<file path="src/rtl/assert_macros.svh">
// ---------------------------------------------------------------------------
// assert_macros.svh
// Concurrent assertion shorthands shared by the RTL.
// ---------------------------------------------------------------------------
`ifndef ASSERT_MACROS_SVH
`define ASSERT_MACROS_SVH

// Same-cycle implication, disabled while reset is asserted.
`define ASSERT_IMPL(label, clk, rst_n, ante, cons, msg) \
    label: assert property (@(posedge clk) disable iff (!(rst_n)) (ante) |-> (cons)) \
        else $error(msg);

// Next-cycle implication, disabled while reset is asserted.
`define ASSERT_NEXT(label, clk, rst_n, ante, cons, msg) \
    label: assert property (@(posedge clk) disable iff (!(rst_n)) (ante) |=> (cons)) \
        else $error(msg);

`endif

</file>
<file path="src/rtl/mts_pkg.sv">
// ---------------------------------------------------------------------------
// mts_pkg
// Shared constants, types and codes of the timer scheduler.
// ---------------------------------------------------------------------------
`default_nettype none

package mts_pkg;

    localparam int NUM_TIMERS = 16;
    localparam int TICK_WIDTH = 32;
    localparam int ID_W       = 4;
    localparam int IVAL_W     = 32;
    localparam int IDX_W      = (NUM_TIMERS > 1) ? $clog2(NUM_TIMERS) : 1;

    localparam logic [IDX_W-1:0] LAST_IDX = IDX_W'(NUM_TIMERS - 1);

    typedef enum logic [1:0] {
        REQ_TICK    = 2'd0,
        REQ_START   = 2'd1,
        REQ_STOP    = 2'd2,
        REQ_DELIVER = 2'd3
    } t_req;

    typedef enum logic [1:0] {
        S_IDLE,
        S_SCAN,
        S_FLUSH
    } t_state;

    // one timer entry in the RAM
    typedef struct packed {
        logic [TICK_WIDTH-1:0] countdown;
        logic [TICK_WIDTH-1:0] reload;
    } t_entry;

endpackage

`default_nettype wire

</file>
<file path="src/rtl/mts_ram.sv">
// ---------------------------------------------------------------------------
// mts_ram
// Timer entry RAM: one write port, one read port, registered read data.
// ---------------------------------------------------------------------------
`default_nettype none

module mts_ram
    import mts_pkg::*;
(
    input  wire logic             i_clk,
    input  wire logic             i_we,
    input  wire logic [IDX_W-1:0] i_waddr,
    input  wire t_entry           i_wdata,
    input  wire logic             i_re,
    input  wire logic [IDX_W-1:0] i_raddr,
    output t_entry                o_rdata
);

    t_entry r_mem [NUM_TIMERS];
    t_entry r_rdata;

    always_ff @(posedge i_clk) begin
        if (i_we) begin
            r_mem[i_waddr] <= i_wdata;
        end
    end

    // data holds while no read is issued
    always_ff @(posedge i_clk) begin
        if (i_re) begin
            r_rdata <= r_mem[i_raddr];
        end
    end

    assign o_rdata = r_rdata;

endmodule

`default_nettype wire

</file>
<file path="src/rtl/multi_timer_scheduler.sv">
// ---------------------------------------------------------------------------
// multi_timer_scheduler
// Bank of periodic and one-shot timers counted in integer ticks.
// ---------------------------------------------------------------------------
// Usage:
//   Input channel (i_in_valid / o_in_stall) carries one request word:
//   tick, start, stop or event delivered. Start, stop and delivery act
//   as soon as their word is taken. A tick, which can pause on output
//   stalls, has these steps: taking the word, one step per timer entry
//   through the entry RAM (read, update, write back), and one flush step
//   that releases the final result; the single RAM read port sets the scan.
//   Output channel (o_out_valid / i_out_stall) carries one word per timer
//   whose event is posted in that tick, in ascending id order, with
//   o_last_of_tick set on the final word of the tick. A tick without posts
//   emits nothing.
//   The block holds one found fire back until it knows whether another one
//   follows, so the first result moves out when the second fire is found
//   and the output is free (or in the flush at the end of the scan).
//   Receiver stall: the output register holds its word; the scan pauses
//   only when a second pending word must move out and cannot.
//   New requests are taken only between ticks; o_in_stall is high during
//   a scan and its final flush.
//   Reset: all timers unarmed, unscheduled and unposted, no word pending.
//   The RAM is not cleared: entry data is used only after a start wrote it.
// ---------------------------------------------------------------------------
`default_nettype none

`include "assert_macros.svh"

module multi_timer_scheduler
    import mts_pkg::*;
(
    input  wire logic              i_clk,
    input  wire logic              i_rst_n,
    // request channel
    input  wire logic              i_in_valid,
    output logic                   o_in_stall,
    input  wire logic [1:0]        i_req_type,
    input  wire logic [ID_W-1:0]   i_timer_id,
    input  wire logic [IVAL_W-1:0] i_start_interval,
    input  wire logic              i_start_single_shot,
    // fire channel
    output logic                   o_out_valid,
    input  wire logic              i_out_stall,
    output logic [ID_W-1:0]        o_fired_timer,
    output logic                   o_last_of_tick
);

    // -----------------------------------------------------------------------
    // State
    // -----------------------------------------------------------------------
    t_state r_state, n_state;

    // per-timer flags live in flops so reset clears them at once
    logic [NUM_TIMERS-1:0] r_armed;
    logic [NUM_TIMERS-1:0] r_sched;
    logic [NUM_TIMERS-1:0] r_posted;
    logic [NUM_TIMERS-1:0] r_oneshot;

    logic [IDX_W-1:0] r_proc_idx;   // entry whose RAM data is on o_rdata

    // one fire held back to learn whether it is the last of the tick
    logic             r_pend_valid;
    logic [IDX_W-1:0] r_pend_idx;

    logic             r_out_valid;
    logic [ID_W-1:0]  r_out_id;
    logic             r_out_last;

    // -----------------------------------------------------------------------
    // Request decode
    // -----------------------------------------------------------------------
    t_req             req;
    logic             in_acc;
    logic             id_ok;
    logic [IDX_W-1:0] id_idx;
    logic [TICK_WIDTH-1:0] ival;
    logic             do_tick, do_start, do_stop, do_deliver;

    assign req        = t_req'(i_req_type);
    assign in_acc     = i_in_valid && !o_in_stall;
    assign id_ok      = (32'(i_timer_id) < NUM_TIMERS);
    assign id_idx     = IDX_W'(i_timer_id);
    assign ival       = TICK_WIDTH'(i_start_interval);

    always_comb begin
        do_tick    = 1'b0;
        do_start   = 1'b0;
        do_stop    = 1'b0;
        do_deliver = 1'b0;
        if (in_acc) begin
            case (req)
                REQ_TICK:    do_tick    = 1'b1;
                REQ_START:   do_start   = id_ok && !r_armed[id_idx];
                REQ_STOP:    do_stop    = id_ok;
                REQ_DELIVER: do_deliver = id_ok && r_posted[id_idx];
                default:     do_tick    = 1'b0;
            endcase
        end
    end

    // -----------------------------------------------------------------------
    // Entry RAM
    // -----------------------------------------------------------------------
    logic             mem_we, mem_re;
    logic [IDX_W-1:0] mem_waddr, mem_raddr;
    t_entry           mem_wdata, mem_rdata;

    mts_ram u_ram (
        .i_clk   (i_clk),
        .i_we    (mem_we),
        .i_waddr (mem_waddr),
        .i_wdata (mem_wdata),
        .i_re    (mem_re),
        .i_raddr (mem_raddr),
        .o_rdata (mem_rdata)
    );

    // -----------------------------------------------------------------------
    // Scan datapath: entry r_proc_idx is updated this cycle
    // -----------------------------------------------------------------------
    logic                  in_scan;
    logic                  proc_sched;
    logic [TICK_WIDTH-1:0] cd_dec;
    logic                  fire;
    logic                  emit;
    logic                  reload_nz;
    logic                  out_free;
    logic                  blocked;
    logic                  adv;
    logic                  scan_push;
    logic                  flush_push;

    assign in_scan    = (r_state == S_SCAN);
    assign proc_sched = r_sched[r_proc_idx];
    // a zero countdown saturates, so it fires like a one
    assign cd_dec     = (mem_rdata.countdown == '0) ? '0
                                                    : mem_rdata.countdown - TICK_WIDTH'(1);
    assign fire       = proc_sched && (cd_dec == '0);
    assign emit       = fire && !r_posted[r_proc_idx];
    assign reload_nz  = (mem_rdata.reload != '0);
    assign out_free   = !r_out_valid || !i_out_stall;
    // pause only if a held word must move out and the output is busy
    assign blocked    = in_scan && emit && r_pend_valid && !out_free;
    assign adv        = in_scan && !blocked;
    assign scan_push  = adv && emit && r_pend_valid;
    assign flush_push = (r_state == S_FLUSH) && r_pend_valid && out_free;

    always_comb begin
        mem_we    = 1'b0;
        mem_waddr = r_proc_idx;
        mem_wdata = mem_rdata;
        mem_re    = 1'b0;
        mem_raddr = '0;
        if (do_start) begin
            mem_we              = 1'b1;
            mem_waddr           = id_idx;
            mem_wdata.countdown = ival;
            mem_wdata.reload    = i_start_single_shot ? '0 : ival;
        end else if (adv && proc_sched && (!fire || reload_nz)) begin
            mem_we              = 1'b1;
            mem_wdata.countdown = fire ? mem_rdata.reload : cd_dec;
        end
        if (do_tick) begin
            mem_re    = 1'b1;
            mem_raddr = '0;
        end else if (adv && (r_proc_idx != LAST_IDX)) begin
            mem_re    = 1'b1;
            mem_raddr = r_proc_idx + IDX_W'(1);
        end
    end

    // -----------------------------------------------------------------------
    // Sequencer
    // -----------------------------------------------------------------------
    always_ff @(posedge i_clk) begin
        if (!i_rst_n) begin
            r_state <= S_IDLE;
        end else begin
            r_state <= n_state;
        end
    end

    always_comb begin
        n_state    = r_state;
        o_in_stall = 1'b1;
        case (r_state)
            S_IDLE: begin
                o_in_stall = 1'b0;
                if (do_tick) begin
                    n_state = S_SCAN;
                end
            end
            S_SCAN: begin
                if (adv && (r_proc_idx == LAST_IDX)) begin
                    n_state = S_FLUSH;
                end
            end
            S_FLUSH: begin
                if (!r_pend_valid || out_free) begin
                    n_state = S_IDLE;
                end
            end
            default: n_state = S_IDLE;
        endcase
    end

    always_ff @(posedge i_clk) begin
        if (!i_rst_n) begin
            r_proc_idx <= '0;
        end else if (do_tick) begin
            r_proc_idx <= '0;
        end else if (adv && (r_proc_idx != LAST_IDX)) begin
            r_proc_idx <= r_proc_idx + IDX_W'(1);
        end
    end

    // -----------------------------------------------------------------------
    // Timer flags
    // -----------------------------------------------------------------------
    always_ff @(posedge i_clk) begin
        if (!i_rst_n) begin
            r_armed   <= '0;
            r_sched   <= '0;
            r_posted  <= '0;
            r_oneshot <= '0;
        end else begin
            if (do_start) begin
                r_armed[id_idx]   <= 1'b1;
                r_sched[id_idx]   <= 1'b1;
                r_oneshot[id_idx] <= i_start_single_shot;
            end
            if (do_stop) begin
                r_armed[id_idx]  <= 1'b0;
                r_sched[id_idx]  <= 1'b0;
                r_posted[id_idx] <= 1'b0;
            end
            if (do_deliver) begin
                r_posted[id_idx] <= 1'b0;
                if (r_oneshot[id_idx]) begin
                    r_armed[id_idx] <= 1'b0;
                    r_sched[id_idx] <= 1'b0;
                end
            end
            if (adv && emit) begin
                r_posted[r_proc_idx] <= 1'b1;
            end
            if (adv && fire && !reload_nz) begin
                r_sched[r_proc_idx] <= 1'b0;
            end
        end
    end

    // -----------------------------------------------------------------------
    // Held fire and output register
    // -----------------------------------------------------------------------
    always_ff @(posedge i_clk) begin
        if (!i_rst_n) begin
            r_pend_valid <= 1'b0;
        end else if (adv && emit) begin
            r_pend_valid <= 1'b1;
        end else if (flush_push) begin
            r_pend_valid <= 1'b0;
        end
    end

    always_ff @(posedge i_clk) begin
        if (adv && emit) begin
            r_pend_idx <= r_proc_idx;
        end
    end

    always_ff @(posedge i_clk) begin
        if (!i_rst_n) begin
            r_out_valid <= 1'b0;
        end else if (scan_push || flush_push) begin
            r_out_valid <= 1'b1;
        end else if (!i_out_stall) begin
            r_out_valid <= 1'b0;
        end
    end

    always_ff @(posedge i_clk) begin
        if (scan_push || flush_push) begin
            r_out_id   <= ID_W'(r_pend_idx);
            r_out_last <= flush_push;
        end
    end

    assign o_out_valid    = r_out_valid;
    assign o_fired_timer  = r_out_id;
    assign o_last_of_tick = r_out_last;

    // -----------------------------------------------------------------------
    // Assertions
    // -----------------------------------------------------------------------
    `ASSERT_IMPL(a_idle_no_pend, i_clk, i_rst_n, r_state == S_IDLE, !r_pend_valid, "held fire left behind after a tick")
    `ASSERT_IMPL(a_rw_apart, i_clk, i_rst_n, mem_we && mem_re && in_scan, mem_waddr != mem_raddr, "scan read and write hit one entry")
    `ASSERT_NEXT(a_post_sets, i_clk, i_rst_n, adv && emit, r_posted[$past(r_proc_idx)], "emitted fire left no posted mark")
    `ASSERT_NEXT(a_scan_end, i_clk, i_rst_n, adv && (r_proc_idx == LAST_IDX), r_state == S_FLUSH, "scan did not end after the last entry")

endmodule

`default_nettype wire
</file>
<file path="config.mk">
export PLATFORM = sky130hd
export DESIGN_NAME = multi_timer_scheduler
export DESIGN_NICKNAME = d
export VERILOG_FILES = /design/src/rtl/mts_pkg.sv /design/src/rtl/mts_ram.sv /design/src/rtl/multi_timer_scheduler.sv
export VERILOG_INCLUDE_DIRS = /design/src /design/src/rtl
export SDC_FILE = /design/constraint.sdc
export NUM_CORES = 2
export LEC_CHECK = 0
export BUFFER_PORTS_ARGS = -buffer_cell sky130_fd_sc_hd__buf_2
export CAP_MARGIN = 20
export CORE_UTILIZATION = 35
export DETAILED_ROUTE_END_ITERATION = 8
export GPL_TIMING_DRIVEN = 1
export SLEW_MARGIN = 20
export SYNTH_ARGS = -nofsm -noshare
export SYNTH_HDL_FRONTEND = slang
export SYNTH_SLANG_ARGS = --single-unit
</file>
<file path="constraint.sdc">
create_clock -name i_clk -period 8.5 [get_ports i_clk]
set_clock_uncertainty 0.05 [all_clocks]
set_input_delay 0.85 -clock i_clk [delete_from_list [all_inputs] [get_ports i_clk]]
set_output_delay 0.85 -clock i_clk [all_outputs]
set_load 0.05 [all_outputs]
</file>
==> insert_results.sql <==
INSERT INTO impl_metrics (metric_group, metric, value, unit) VALUES
('cts', 'cts_post_setup_buffers_inserted', '0', ''),
('setup_path', 'critPathCaptureType', 'flip-flop', ''),
('detailed_routing', 'drt_pass1_iterations', '5', ''),
('cts', 'worstSkewPairLatency', '0.73', 'ns'),
('detailed_routing', 'routed_wirelength', '133.9', 'mm'),
('sta', 'max_clock_freq', '0.1556', 'GHz'),
('sta', 'final.min_clock_period', '6.425', 'ns'),
('detailed_routing', 'drc_violation_count_after_routing', '0', ''),
('synth', 'postSynthNetCount', '3197', ''),
('setup_path', 'timing.critical_path.fanout_max', '43', ''),
('synth', 'yosys_warnings', '0', ''),
('synth', 'synth_adder_area_share', '0.1338', '%'),
('sta', 'rsz0062_at_grt', 'false', ''),
('cts', 'clkTransAtPathRegs', '0.06', 'ns'),
('die', 'placeableCoreArea', '132000', 'µm²'),
('cts', 'postcts_resize_cnt', '0', ''),
('outcome', 'run_status', 'finished clean', ''),
('grt', 'globalRoute.totalOverflow', '0', ''),
('synth', 'ys_seq_elements', '1169', ''),
('die', 'initial_core_util', '35.44', '%'),
('detailed_routing', 'vias_per_cell', '5.762', ''),
('cells_and_area', 'antenna_cells_inserted', '0', ''),
('place', 'place.gp.congestion', '0.9040', ''),
('die', 'die_area', '135100', 'µm²'),
('min_path', 'worstHoldPathType', 'reg2reg', ''),
('grt', 'grt_antenna_before_repair', '3', ''),
('synth', 'synth_largest_area_cell', 'sky130_fd_sc_hd__edfxtp_1', ''),
('cells_and_area', 'postLayoutCellArea', '53140', 'µm²'),
('synth', 'synth_enable_flop_cells', '1097', ''),
('setup_path', 'worstSetupPathType', 'reg2reg', ''),
('sta', 'setup_total_negative_slack', '0', 'ns'),
('synth', 'yosysSeqAreaShare', '73.52', '%'),
('sta', 'finalHoldWorstSlack', '0.3810', 'ns'),
('cells_and_area', 'drive_gt1_share', '12.81', '%'),
('grt', 'aggregate_global_route_resource_usage', '19.47', '%'),
('cts', 'root_buffer_cell', 'sky130_fd_sc_hd__clkbuf_16', ''),
('synth', 'ys_top_cells_by_area', 'sky130_fd_sc_hd__edfxtp_1 (70%), sky130_fd_sc_hd__mux2i_1 (4.0%), sky130_fd_sc_hd__dfxtp_1 (3.1%)', ''),
('die', 'ports', '50', ''),
('sta', 'timing.final.hold_violations', '0', ''),
('synth', 'ys.flop_type', 'sky130_fd_sc_hd__edfxtp_1', ''),
('cts', 'ctsHoldBuffers', '0', ''),
('grt', 'pin_count_of_the_biggest_net_entering_global_routing', '72', ''),
('sta', 'timing_max_transition_violations_final', '0', ''),
('synth', 'synth-compound-area-share', '11.21', '%'),
('detailed_routing', 'drt_first_iter_violations', '3535', ''),
('cts', 'cts_inserted_buffers', '113', ''),
('synth', 'postSynth.asyncResetShare', '0', '%'),
('sta', 'tightest_slew', '1.191', 'ns'),
('sta', 'final-setup-viol-count', '0', ''),
('setup_path', 'arrival', '6.83', 'ns'),
('sta', 'timing.slew.headroom', '20.61', '%'),
('power_and_ir_drop', 'power.ir.vdd_worst', '187.1', 'µV'),
('power_and_ir_drop', 'power_density_over_the_cells', '222.5', 'nW/µm²'),
('place', 'total_placed_instance_area', '49520', 'µm²'),
('die', 'rows', '133', ''),
('die', 'chipWidth', '367.6', 'µm'),
('job', 'max_cap_viol_count', '0', ''),
('setup_path', 'cp-start-kind', 'flip-flop', ''),
('cts', 'cts_tree', 'yes', ''),
('place', 'dp_slack', '2.178', 'ns'),
('sta', 'postLayoutSetupSlackWorst', '2.075', 'ns'),
('cells_and_area', 'layout.cells.most_common', 'sky130_fd_sc_hd__edfxtp_1', ''),
('cells_and_area', 'most-common-layout-cells', 'sky130_fd_sc_hd__edfxtp_1 (1,097), sky130_fd_sc_hd__nand2_1 (262), sky130_fd_sc_hd__a21oi_1 (240)', ''),
('detailed_routing', 'routedWlPerCell', '26.51', 'µm'),
('synth', 'syn_inst', '3149', ''),
('sta', 'post-route-period-util', '75.59', '%'),
('grt', 'wire_length_of_the_first_global_routing_pass', '194.6', 'mm'),
('detailed_routing', 'final_antenna_net_count', '0', ''),
('power_and_ir_drop', 'power.total', '11.83', 'mW'),
('grt', 'number_of_global_route_vias_before_repair', '27880', ''),
('cts', 'cts-root-to-sink-buffers', '3', '');
## state kept, by name, indices dropped and copies added, names as in the netlist
register        cells
o_fired_timer       4
o_last_of_tick      1
o_out_valid         1
r_armed            16
r_oneshot          16
r_pend_idx          4
r_pend_valid        1
r_posted           16
r_proc_idx          4
r_sched            16
r_state             2
u_ram.o_rdata      64
u_ram.r_mem      1024
## synth_stat cells, drive strengths merged (12+ instances only)
master   number
a21boi       31
a21oi       243
a22oi        71
buf          25
clkbuf      184
dfxtp        72
edfxtp     1097
mux2         13
mux2i       185
mux4         24
nand2       268
nand2b       37
nand3        82
nor2        164
nor2b        12
nor3         20
nor4         32
o211ai       26
o21a         24
o21ai       103
o221a        16
o221ai      131
o22ai        25
o2bb2ai      50
or2          14
or4          71
## logic make-up (layout without fill, tap and decap cells)
family          after synthesis  after routing
xor+xnor                      8              8
mux                         222            222
simple gates                752            752
buf+inv                     220            366
fa+ha+maj                     5              5
compound gates              773            773
flops                      1169           1169
## path summary, 6_finish.rpt
path	start	end	slack [ns]	cells after the start
max reg2reg	u_ram.o_rdata[36]	u_ram.o_rdata[51]	2.07	11
min reg2reg	r_pend_idx[0]	o_fired_timer[0]	0.38	0
max	u_ram.o_rdata[36]	u_ram.o_rdata[51]	2.07	11
min	r_pend_idx[0]	o_fired_timer[0]	0.38	0
## critical path, stage by stage (launching register included)
cell                       delay, ns
sky130_fd_sc_hd__edfxtp_1       0.52
sky130_fd_sc_hd__nor3_1         0.84
sky130_fd_sc_hd__nand4_1        0.45
sky130_fd_sc_hd__or3_1          0.46
sky130_fd_sc_hd__o21a_1         0.20
sky130_fd_sc_hd__o211ai_1       0.27
sky130_fd_sc_hd__a211o_1        0.43
sky130_fd_sc_hd__nand3_1        0.79
sky130_fd_sc_hd__nand2_4        1.00
sky130_fd_sc_hd__buf_4          0.48
sky130_fd_sc_hd__a21oi_1        0.10
sky130_fd_sc_hd__or4_1          0.55
## per-layer routing
layer / up-vias / global-route usage [%] / share of wire (%)
li1: 12600 / - / -
met1: 15000 / 28.08 / 44
met2: 1307 / 30.20 / 45
met3: 192 / 3.665 / 9.0
met4: 0 / 4.720 / 2.2
met5: - / 0 / 0
## report_power, final
| part | switching (mW) | total (mW) | internal, mW |
|---|---|---|---|
| Combinational | 0.354 | 0.479 | 0.125 |
| Clock | 2.15 | 4.94 | 2.79 |
| Sequential | 0.0405 | 6.41 | 6.36 |
## area by class of cell
| cell class | instances | area (µm²) |
|---|---|---|
| Timing Repair Buffer | 152 | 1069 |
| Inverter | 11 | 43.79 |
| Clock inverter | 58 | 624.3 |
| Tap cell | 1755 | 2196 |
| Fill cell | 12030 | 78820 |
| Sequential cell | 1169 | 34390 |
| Clock buffer | 145 | 2968 |
| Multi-Input combinational cell | 1760 | 11850 |
## per-stage QoR
step | cells | utilization, %
floorplan | 3149 | -
CTS | 5049 | 40.25
finish | 5050 | 40.27
detailed placement | 4846 | 37.53
global placement | 4845 | 37.52
global route | 5050 | 40.27
Note: power is estimated with default switching activity, not from simulation.
